`config.mk`:
```
export PLATFORM = sky130hd
export DESIGN_NAME = ckhc_queue
export DESIGN_NICKNAME = d
export VERILOG_FILES = /design/src/hw/rtl/ckhc_pkg.sv /design/src/hw/rtl/ckhc_queue.sv
export SDC_FILE = /design/constraint.sdc
export NUM_CORES = 1
export LEC_CHECK = 0
export BUFFER_PORTS_ARGS = -buffer_cell sky130_fd_sc_hd__buf_4
export CORE_MARGIN = 8
export CORE_UTILIZATION = 48
export DETAILED_ROUTE_END_ITERATION = 8
export GPL_TIMING_DRIVEN = 0
export PLACE_DENSITY_LB_ADDON = 0.3
export SYNTH_ARGS = -nofsm -noshare
export SYNTH_HDL_FRONTEND = slang
export SYNTH_SLANG_ARGS = --single-unit
```
`constraint.sdc`:
```
create_clock -name clk -period 6 [get_ports clk]
set_input_delay 0.6 -clock clk [delete_from_list [all_inputs] [get_ports clk]]
set_output_delay 0.6 -clock clk [all_outputs]
set_load 0.005 [all_outputs]
```
`src/hw/rtl/ckhc_pkg.sv`:
```
// Shared types and constants for the canonical k-mer haplotype counter.
// No dependencies; imported by the queue, front, back and top-level files.
package ckhc_pkg;

  localparam int unsigned SET_DEPTH = 4096;
  localparam int unsigned SET_AW    = (SET_DEPTH > 1) ? $clog2(SET_DEPTH) : 1;
  localparam int unsigned USED_W    = SET_AW + 1;
  localparam int unsigned KLEN_W    = 6;
  localparam int unsigned KMER_W    = 64;
  localparam int unsigned KMER_MAX  = 32;
  localparam int unsigned KLEN_RST  = 21;
  localparam int unsigned QUEUE_DEPTH = 2;

  typedef enum logic [1:0] {
    ACT_INS_A = 2'd0,
    ACT_INS_B = 2'd1,
    ACT_BASE  = 2'd2,
    ACT_NONE  = 2'd3
  } action_t;

  typedef enum logic [1:0] {
    BK_IDLE = 2'd0,
    BK_SCAN = 2'd1,
    BK_FIN  = 2'd2
  } back_state_t;

  typedef struct packed {
    logic [1:0]        action;
    logic [KMER_W-1:0] kmer_value;
    logic [1:0]        base_code;
    logic              read_end;
  } in_item_t;

  typedef struct packed {
    logic [31:0] hap_a_hits;
    logic [31:0] hap_b_hits;
    logic        set_overflow;
  } out_item_t;

  // One queued operation from front to back.
  typedef struct packed {
    logic              is_insert;
    logic              set_b;
    logic              do_lookup;
    logic              last;
    logic [KMER_W-1:0] value;
  } op_t;

endpackage

```
`src/hw/rtl/ckhc_queue.sv`:
```
// Two-entry word queue between front and back.
// Depends on ckhc_pkg.
module ckhc_queue (
  input  logic          clk,
  input  logic          rst_n,
  input  logic          push,
  input  ckhc_pkg::op_t push_op,
  output logic          full,
  input  logic          pop,
  output logic          not_empty,
  output ckhc_pkg::op_t pop_op
);
  import ckhc_pkg::*;

  op_t        slot_r [QUEUE_DEPTH];
  logic       wr_ptr_r, wr_ptr_nxt;
  logic       rd_ptr_r, rd_ptr_nxt;
  logic [1:0] cnt_r, cnt_nxt;

  assign full      = (cnt_r == 2'(QUEUE_DEPTH));
  assign not_empty = (cnt_r != 2'd0);
  assign pop_op    = slot_r[rd_ptr_r];

  always_comb begin
    wr_ptr_nxt = push ? ~wr_ptr_r : wr_ptr_r;
    rd_ptr_nxt = pop ? ~rd_ptr_r : rd_ptr_r;
    cnt_nxt    = cnt_r + {1'b0, push} - {1'b0, pop};
  end

  always_ff @(posedge clk) begin
    if (!rst_n) begin
      wr_ptr_r <= 1'b0;
      rd_ptr_r <= 1'b0;
      cnt_r    <= 2'd0;
    end else begin
      wr_ptr_r <= wr_ptr_nxt;
      rd_ptr_r <= rd_ptr_nxt;
      cnt_r    <= cnt_nxt;
    end
    if (push) begin
      slot_r[wr_ptr_r] <= push_op;
    end
  end

  assert property (@(posedge clk) disable iff (!rst_n) full |-> !push)
    else $error("push into full queue");
  assert property (@(posedge clk) disable iff (!rst_n) !not_empty |-> !pop)
    else $error("pop from empty queue");
  assert property (@(posedge clk) disable iff (!rst_n) (push && !pop) |=> cnt_r != 2'd0)
    else $error("queue count lost a word");
endmodule

```
==> flow_summary.json, run 1 <==
{
  "layout_common_cells": "buf_4, edfxtp_1, mux2_2",
  "vias_per_cell": 4.87,
  "cts_setup_buffers": 0,
  "htreeDepth": 4,
  "syn_area_per_cell_um2": 22.4,
  "cts_buffer_depth": 2,
  "fin_nets": 470,
  "dp.cells": 517,
  "clk_pin_slew_ns": 0.06,
  "initialDrtViolationCount": 107,
  "crit_path_frequent_cell": "buf_6",
  "status": "finished, final reports clean",
  "wirelength_um": 9940,
  "grt_setup_unrepaired": "no",
  "synth_cell_types": 15,
  "drive_gt1_share_pct": 61.9,
  "synth_seq_cells": 141,
  "numPortBuffers": 141,
  "period_share_pct": 39.1,
  "overflow": 0,
  "chipHeight_um": 120,
  "gr-usage-all-layers_pct": 14.0,
  "cts_tree": "yes",
  "cts_resized": 0,
  "ys_warn_count": 0,
  "critPathKind": "reg -> out",
  "num_vias": 2672,
  "hold_path_class": "in -> reg",
  "drv_slew": 0,
  "n_antenna_cell": 0,
  "crit_chain": "buf_6 -> buf_6 -> buf_8 -> mux2_4 -> buf_4",
  "cts_buffers": 17,
  "power_density_nw_per_um2": 344,
  "firstDrtPassIters": 4,
  "die_area_um2": 14500,
  "hold_buffers": 0,
  "setup_viol": 0,
  "final.min_clock_period_ns": 2.34,
  "drt-wirelength-per-cell_um": 18.1,
  "hold_violations": 0,
  "ant_nets": 0,
  "cp_data_required_time_ns": 5.40,
  "grt_max_degree": 38,
  "initial_core_util_pct": 48.6,
  "pin_count": 142,
  "fin_worst_skew_ns": 0.00630,
  "ctsRootBufferMaster": "clkbuf_8",
  "arrival_ns": 1.74,
  "startpoint_type": "register",
  "rows": 38,
  "critPathTopFamily": "buffers and inverters",
  "hpwlAfterDp_um": 6970,
  "route.detailed.drc": 0,
  "end_kind": "output port",
  "tns_ns": 0,
  "total_power_w": 0.00245,
  "netlist_area_um2": 5230,
  "maxCapViolations": 0,
  "ys_seq_area_share_pct": 80.1,
  "chipWidth_um": 120,
  "synthCells": 233,
  "synthToLayoutAreaGrowth_pct": 36.2,
  "critPathMaxFanout": 10,
  "slew-limit-headroom_pct": 68.3,
  "crit_buf_inv": 4,
  "final_common_cell": "buf_4",
  "grt_pass1_vias": 2993,
  "worst_slew_pin_slew_ns": 0.476,
  "antenna_found_initial": 0,
  "power_leakage_nw": 2.75,
  "cts.sinks": 141,
  "synth_nets": 307,
  "reg2reg_slack_ns": 4.50,
  "grt_pass1_wl_um": 15300,
  "ir_drop_v": 0.000194,
  "max_freq_ghz": 0.427,
  "final_cells": 549,
  "n_fill_cell": 749,
  "place_congestion": 0.681,
  "cpMaxStageDelayCell": "dfxtp_1",
  "insertion_delay_ns": 0.52,
  "max_stage_delay_ns": 0.32,
  "core_um2": 10700
}
cells in the mapped netlist:
cell        n  share of area, %
and2_1      4              0.48
buf_2       4              0.38
buf_6       2              0.43
buf_8       2              0.57
dfxtp_1     5               1.9
edfxtp_1  136                78
ha_1        2              0.48
inv_1       2              0.14
mux2_2     48                10
mux2_4     20               5.7
nor2b_1     4              0.48
o21a_1      1              0.14
or2_2       1              0.12
xnor3_1     1              0.43
xor2_1      1              0.17
metrics by stage:
step	cell area, um2	setup slack [ns]	utilization (%)	hold slack [ns]
2_1_floorplan	5230	1.88	-	0.555
3_3_place_gp	6460	0.0374	60.1	0.566
3_5_place_dp	6530	4.17	60.8	0.586
4_1_cts	7120	3.60	66.2	0.232
5_1_grt	7120	3.57	66.2	0.233
6_report	7120	3.66	66.2	0.257
worst reg2reg max path, cell delays in order (launching register included):
cell     delay [ns]
dfxtp_1        0.39
and2_4         0.47
buf_12         0.30
where the power goes:
part           switching [W]  internal, W
combinational       0.000105     0.000167
clock               0.000390     0.000634
sequential         0.0000138      0.00114
area by class of cell:
class	instances	area (um2)	share of cell area, %
Sequential cell	141	4180	58.8
Multi-Input combinational cell	82	971	13.6
Timing Repair Buffer	144	1120	15.7
Tap cell	140	175	2.46
Clock inverter	13	165	2.32
Buffer	8	72.6	1.02
Clock buffer	19	422	5.93
Inverter	2	7.51	0.106
sequential cells by signal (all words and copies together) (netlist names), named ones only:
name and cells:
cnt_r 2, rd_ptr_r 1, wr_ptr_r 1, slot_r 136
path summary, 6_finish.rpt:
path / from / to / depth (start not counted)
worst min register to register: rd_ptr_r / register / 2
worst max register to register: wr_ptr_r / slot_r[1][60] / 2
worst max-delay path: register / pop_op[57] / 5
worst min-delay path: push_op[38] / slot_r[0][38] / 1
layer usage:
metal,GRT usage (%),wire length (um),up-vias
met5,0,0,-
met1,15.0,3810,1305
met3,6.67,934,13
li1,-,-,1244
met4,6.32,132,0
met2,23.2,5060,110
cells by family after synthesis:
group,count (synthesis),share of synthesized area (%)
flops,141,80.1
mux,68,16.1
buf+inv,10,1.53
simple gates,9,1.08
xor+xnor,2,0.599
fa+ha+maj,2,0.479
compound gates,1,0.144
Note: power is estimated with default switching activity, not from simulation.
==> inputs of run 2 (changes only) <==
--- a/config.mk
+++ b/config.mk
@@ -7,7 +7,7 @@
 export LEC_CHECK = 0
 export BUFFER_PORTS_ARGS = -buffer_cell sky130_fd_sc_hd__buf_4
 export CORE_MARGIN = 8
-export CORE_UTILIZATION = 48
+export CORE_UTILIZATION = 47
 export DETAILED_ROUTE_END_ITERATION = 8
 export GPL_TIMING_DRIVEN = 0
 export PLACE_DENSITY_LB_ADDON = 0.3
==> constraint.sdc (replaced) <==
create_clock -name clk -period 2.1 [get_ports clk]
set_input_delay 0.21 -clock clk [delete_from_list [all_inputs] [get_ports clk]]
set_output_delay 0.21 -clock clk [all_outputs]
set_load 0.005 [all_outputs]
==> flow_summary.json, run 2 (same netlist as run 1, synthesis figures left out) <==
{
  "status": "finished, final reports clean",
  "die_area_um2": 14700,
  "insertion_delay_ns": 0.50,
  "top_regs": "slot_r (136), cnt_r (2)",
  "crit_path_frequent_cell": "buf_6",
  "wirelength_um": 10700,
  "grt_max_degree": 39,
  "slew-limit-headroom_pct": 56.4,
  "period_share_pct": 93.0,
  "crit_end": "pop_op[65]",
  "cts.sinks": 141,
  "max_stage_delay_ns": 0.32,
  "critPathMaxFanout": 10,
  "startpoint_type": "register",
  "r2r_cells": 3,
  "fin_nets": 539,
  "drive_gt1_share_pct": 51.7,
  "maxCapViolations": 0,
  "ctsRootBufferMaster": "clkbuf_8",
  "cts_buffer_depth": 2,
  "layout_common_cells": "buf_4, edfxtp_1, dlygate4sd3_1",
  "dp_slack_ns": 0.368,
  "grt_pass1_vias": 3267,
  "max_freq_ghz": 0.512,
  "chipHeight_um": 121,
  "dpl_cell_area_um2": 6540,
  "n_antenna_cell": 0,
  "initialDrtViolationCount": 126,
  "ir_drop_v": 0.000495,
  "route.detailed.drc": 0,
  "crit_buf_inv": 4,
  "fin_worst_skew_ns": 0.00744,
  "drv_slew": 0,
  "drt-wirelength-per-cell_um": 17.3,
  "timing.rr.start": "wr_ptr_r",
  "hpwlAfterDp_um": 6730,
  "overflow": 0,
  "critPathTopFamily": "buffers and inverters",
  "largest_reg_flops": 136,
  "chipWidth_um": 121,
  "setup_viol": 0,
  "initial_core_util_pct": 48.2,
  "final_util_pct": 71.8,
  "htreeDepth": 4,
  "r2r_end": "slot_r[0][50]",
  "antenna_found_initial": 0,
  "grt_pass1_wl_um": 16400,
  "ant_nets": 0,
  "hold_violations": 0,
  "setup_slack_ns": 0.147,
  "hold_path_class": "in -> reg",
  "crit_chain": "buf_6 -> buf_6 -> buf_8 -> mux2_4 -> buf_4",
  "gr-usage-all-layers_pct": 14.7,
  "place_congestion": 0.671,
  "core_um2": 10800,
  "cpMaxStageDelayCell": "dfxtp_1",
  "cp_data_required_time_ns": 1.89,
  "max_flop_register": "slot_r",
  "synthToLayoutAreaGrowth_pct": 48.9,
  "final_common_cell": "buf_4",
  "cp.depth": 5,
  "end_kind": "output port",
  "vias_per_cell": 4.76,
  "pin_count": 142,
  "critPathKind": "reg -> out",
  "cts_buffers": 17,
  "numPortBuffers": 141,
  "power_density_nw_per_um2": 896,
  "final_area_um2": 7780,
  "num_vias": 2941,
  "worst_slew_pin_slew_ns": 0.653,
  "cts_tree": "yes",
  "rows": 38,
  "reg2reg_slack_ns": 0.40,
  "final.min_clock_period_ns": 1.95,
  "cts_setup_buffers": 0,
  "power_leakage_nw": 3.04,
  "arrival_ns": 1.74,
  "clk_pin_slew_ns": 0.06,
  "grt_setup_unrepaired": "no",
  "firstDrtPassIters": 4
}
## run 2: how the worst min path moves through the flow
| stage | startpoint | endpoint | slack (ns) | cells after the start |
|---|---|---|---|---|
| floorplan | push_op[0] | slot_r[0][0] | 0.31 | 0 |
| global placement | push_op[11] | slot_r[0][11] | 0.39 | 1 |
| detailed placement | push_op[37] | slot_r[0][37] | 0.40 | 1 |
| CTS | pop | rd_ptr_r | 0.02 | 3 |
| global route | push | wr_ptr_r | 0.06 | 3 |
| finish | pop | rd_ptr_r | 0.06 | 3 |
## run 2: layer usage
layer	track usage [%]	wire [um]	share of wire (%)	up-vias
li1	-	-	-	1382
met1	15.3	4060	38	1441
met2	25.5	5550	52	105
met3	6.24	937	8.8	13
met4	6.17	152	1.4	0
met5	0	0	0	-
## run 2: worst min-delay path: stages
cell	delay (ns)
buf_4	0.09
xor2_1	0.06
and2_1	0.15
## run 2: cell type report
class                   instances  area [um2]
plain buffers                   8        72.6
clock inverters                10         121
clock buffers                  22         433
multi-input cells              82         971
fillers                       677        3060
flip-flops and latches        141        4180
inverters                       2        7.51
well taps                     140         175
repair buffers                213        1820
## run 2: through the flow
step	hold slack [ns]	setup TNS, ns	total power [W]	cells
6_report	0.0578	0	0.00697	618
5_1_grt	0.0561	0	0.00722	618
4_1_cts	0.0248	0	0.00705	618
3_5_place_dp	0.397	0	0.00415	517
3_3_place_gp	0.394	-21.35	0.00411	514
2_1_floorplan	0.309	0	0.00371	233
## run 2: timing repair
item | in CTS | in global routing
hold buffers | 69 | 0
setup endpoints to repair | 0 | 0
gates resized for setup | 0 | 0
endpoints found under the hold margin | 141 | 0
## run 2: where the power goes
group          total, W  internal [W]  switching [W]  leakage [nW]
clock           0.00278       0.00179       0.000994         0.273
combinational  0.000896      0.000565       0.000332          1.45
sequential      0.00329       0.00325      0.0000407          1.32
total           0.00697       0.00560        0.00137          3.04
==> inputs of run 3 (changes only) <==
--- a/config.mk
+++ b/config.mk
@@ -6,8 +6,10 @@
 export NUM_CORES = 1
 export LEC_CHECK = 0
 export BUFFER_PORTS_ARGS = -buffer_cell sky130_fd_sc_hd__buf_4
+export CELL_PAD_IN_SITES_DETAIL_PLACEMENT = 1
+export CELL_PAD_IN_SITES_GLOBAL_PLACEMENT = 2
 export CORE_MARGIN = 8
-export CORE_UTILIZATION = 47
+export CORE_UTILIZATION = 34
 export DETAILED_ROUTE_END_ITERATION = 8
 export GPL_TIMING_DRIVEN = 0
 export PLACE_DENSITY_LB_ADDON = 0.3
==> flow_summary.json, run 3 (same netlist as run 1, synthesis figures left out) <==
{
  "cts_buffer_depth": 2,
  "chipWidth_um": 140,
  "place_congestion": 0.676,
  "max_flop_register": "slot_r",
  "end_kind": "output port",
  "pwr-share-clk_pct": 42.1,
  "setup_viol": 0,
  "drt-wirelength-per-cell_um": 17.0,
  "die_area_um2": 19600,
  "swShare_pct": 20.1,
  "grt_pass1_wl_um": 18000,
  "grt_max_degree": 39,
  "max_stage_delay_ns": 0.32,
  "slew-limit-headroom_pct": 36.6,
  "layout_common_cells": "buf_4, edfxtp_1, dlygate4sd3_1",
  "hold_buffers": 68,
  "final.min_clock_period_ns": 1.86,
  "initial_core_util_pct": 34.6,
  "max_freq_ghz": 0.536,
  "top_regs": "slot_r (136), cnt_r (2)",
  "hold_violations": 0,
  "period_share_pct": 88.8,
  "num_vias": 2901,
  "maxCapViolations": 0,
  "grt_pass1_vias": 3378,
  "power_leakage_nw": 3.04,
  "pin_count": 142,
  "drv_slew": 0,
  "clk_pin_slew_ns": 0.05,
  "status": "finished, final reports clean",
  "gr-usage-all-layers_pct": 12.1,
  "initialDrtViolationCount": 99,
  "grt_setup_unrepaired": "no",
  "wirelength_um": 11300,
  "critPathKind": "reg -> out",
  "vias_per_cell": 4.36,
  "cts_tree": "yes",
  "final_common_cell": "buf_4",
  "cts_setup_buffers": 0,
  "power_density_nw_per_um2": 917,
  "htreeDepth": 4,
  "critPathMaxFanout": 10,
  "largest_reg_flops": 136,
  "fin_worst_skew_ns": 0.00292,
  "ant_nets": 0,
  "startpoint_type": "register",
  "hpwlAfterDp_um": 7500,
  "arrival_ns": 1.65,
  "firstDrtPassIters": 4,
  "total_power_w": 0.00723,
  "route.detailed.drc": 0,
  "worst_slew_pin_slew_ns": 0.950,
  "intPower_w": 0.00578,
  "cpMaxStageDelayCell": "dfxtp_1",
  "numPortBuffers": 141,
  "core_um2": 15100,
  "synthToLayoutAreaGrowth_pct": 50.8,
  "n_fill_cell": 1419,
  "hold_path_class": "in -> reg",
  "dp_slack_ns": 0.362,
  "p_switching_w": 0.00145,
  "insertion_delay_ns": 0.41,
  "crit_path_frequent_cell": "buf_6",
  "cts_resized": 0,
  "cp_data_required_time_ns": 1.89,
  "rows": 45,
  "cts_buffers": 17,
  "drive_gt1_share_pct": 52.2,
  "ir_drop_v": 0.000533,
  "cts.sinks": 141,
  "p_comb_share_pct": 12.4,
  "crit_chain": "buf_6 -> buf_6 -> buf_8 -> mux2_4 -> buf_4",
  "antenna_found_initial": 0,
  "setup_slack_ns": 0.236,
  "fin_nets": 538,
  "chipHeight_um": 140,
  "ctsRootBufferMaster": "clkbuf_16",
  "n_antenna_cell": 0,
  "power_frac_seq_pct": 45.5,
  "overflow": 0
}
## run 3: cell types whose count changed in the layout (fill, tap and decap cells not counted)
| cell | previous run | this run |
|---|---|---|
| clkbuf_16 | 16 | 17 |
| clkbuf_1 | 5 | 1 |
| clkinvlp_4 | 0 | 3 |
| bufinv_16 | 3 | 4 |
| clkinv_2 | 4 | 1 |
| clkbuf_8 | 1 | 0 |
| clkinv_1 | 3 | 5 |
| clkinv_4 | 0 | 1 |
| dlygate4sd3_1 | 69 | 68 |
## run 3: cell type report
type                            count  area, um2  area share, %
Sequential cell                   141       4180           53.1
Timing Repair Buffer              212       1810           22.9
Multi-Input combinational cell     82        971           12.3
Clock buffer                       18        429           5.45
Tap cell                          188        235           2.98
Clock inverter                     14        175           2.22
Buffer                              8       72.6          0.921
Inverter                            2       7.51         0.0953
## run 3: metrics by stage
stage / TNS, ns / cells / hold WS (ns) / utilization (%) / instance area [um2]
6_report: 0 / 665 / 0.0390 / 52.2 / 7880
4_1_cts: 0 / 665 / 0.0202 / 52.2 / 7880
2_1_floorplan: 0 / 233 / 0.309 / - / 5230
3_3_place_gp: -31.35 / 562 / 0.395 / 43.3 / 6530
5_1_grt: 0 / 665 / 0.0320 / 52.2 / 7880
3_5_place_dp: 0 / 565 / 0.398 / 43.7 / 6600
## run 3: path summary, 6_finish.rpt
kind | startpoint | endpoint | slack [ns] | cells past startpoint
worst max-delay path | register | pop_op[57] | 0.24 | 5
worst min-delay path | rst_n | wr_ptr_r | 0.04 | 2
worst max register to register | wr_ptr_r | slot_r[0][65] | 0.40 | 2
worst min register to register | rd_ptr_r | rd_ptr_r | 0.58 | 2
## run 3: power by group through the flow
stage / combinational, W / sequential, W / clock, W
after floorplan: 0.000367 / 0.00334 / 0
after global placement: 0.000780 / 0.00335 / 0
after detailed placement: 0.000812 / 0.00335 / 0
after CTS: 0.000921 / 0.00329 / 0.00313
after global routing: 0.000977 / 0.00330 / 0.00321
final: 0.000899 / 0.00329 / 0.00304
## run 3: routing by layer
metal  part of all wire (%)  vias to the layer above  wire [um]  global-route usage (%)
li1                       -                     1377          -                       -
met1                     37                     1421       4230                    12.5
met2                     53                       91       5940                    20.6
met3                    8.5                       12        961                    5.71
met4                    1.5                        0        171                    5.49
met5                      0                        -          0                       0
## run 3: worst max-delay path: cells and delay by family, from the launching register on
kind / cells / cell delay, ns
flip-flops: 1 / 0.32
buffers and inverters: 4 / 0.61
multiplexers: 1 / 0.32
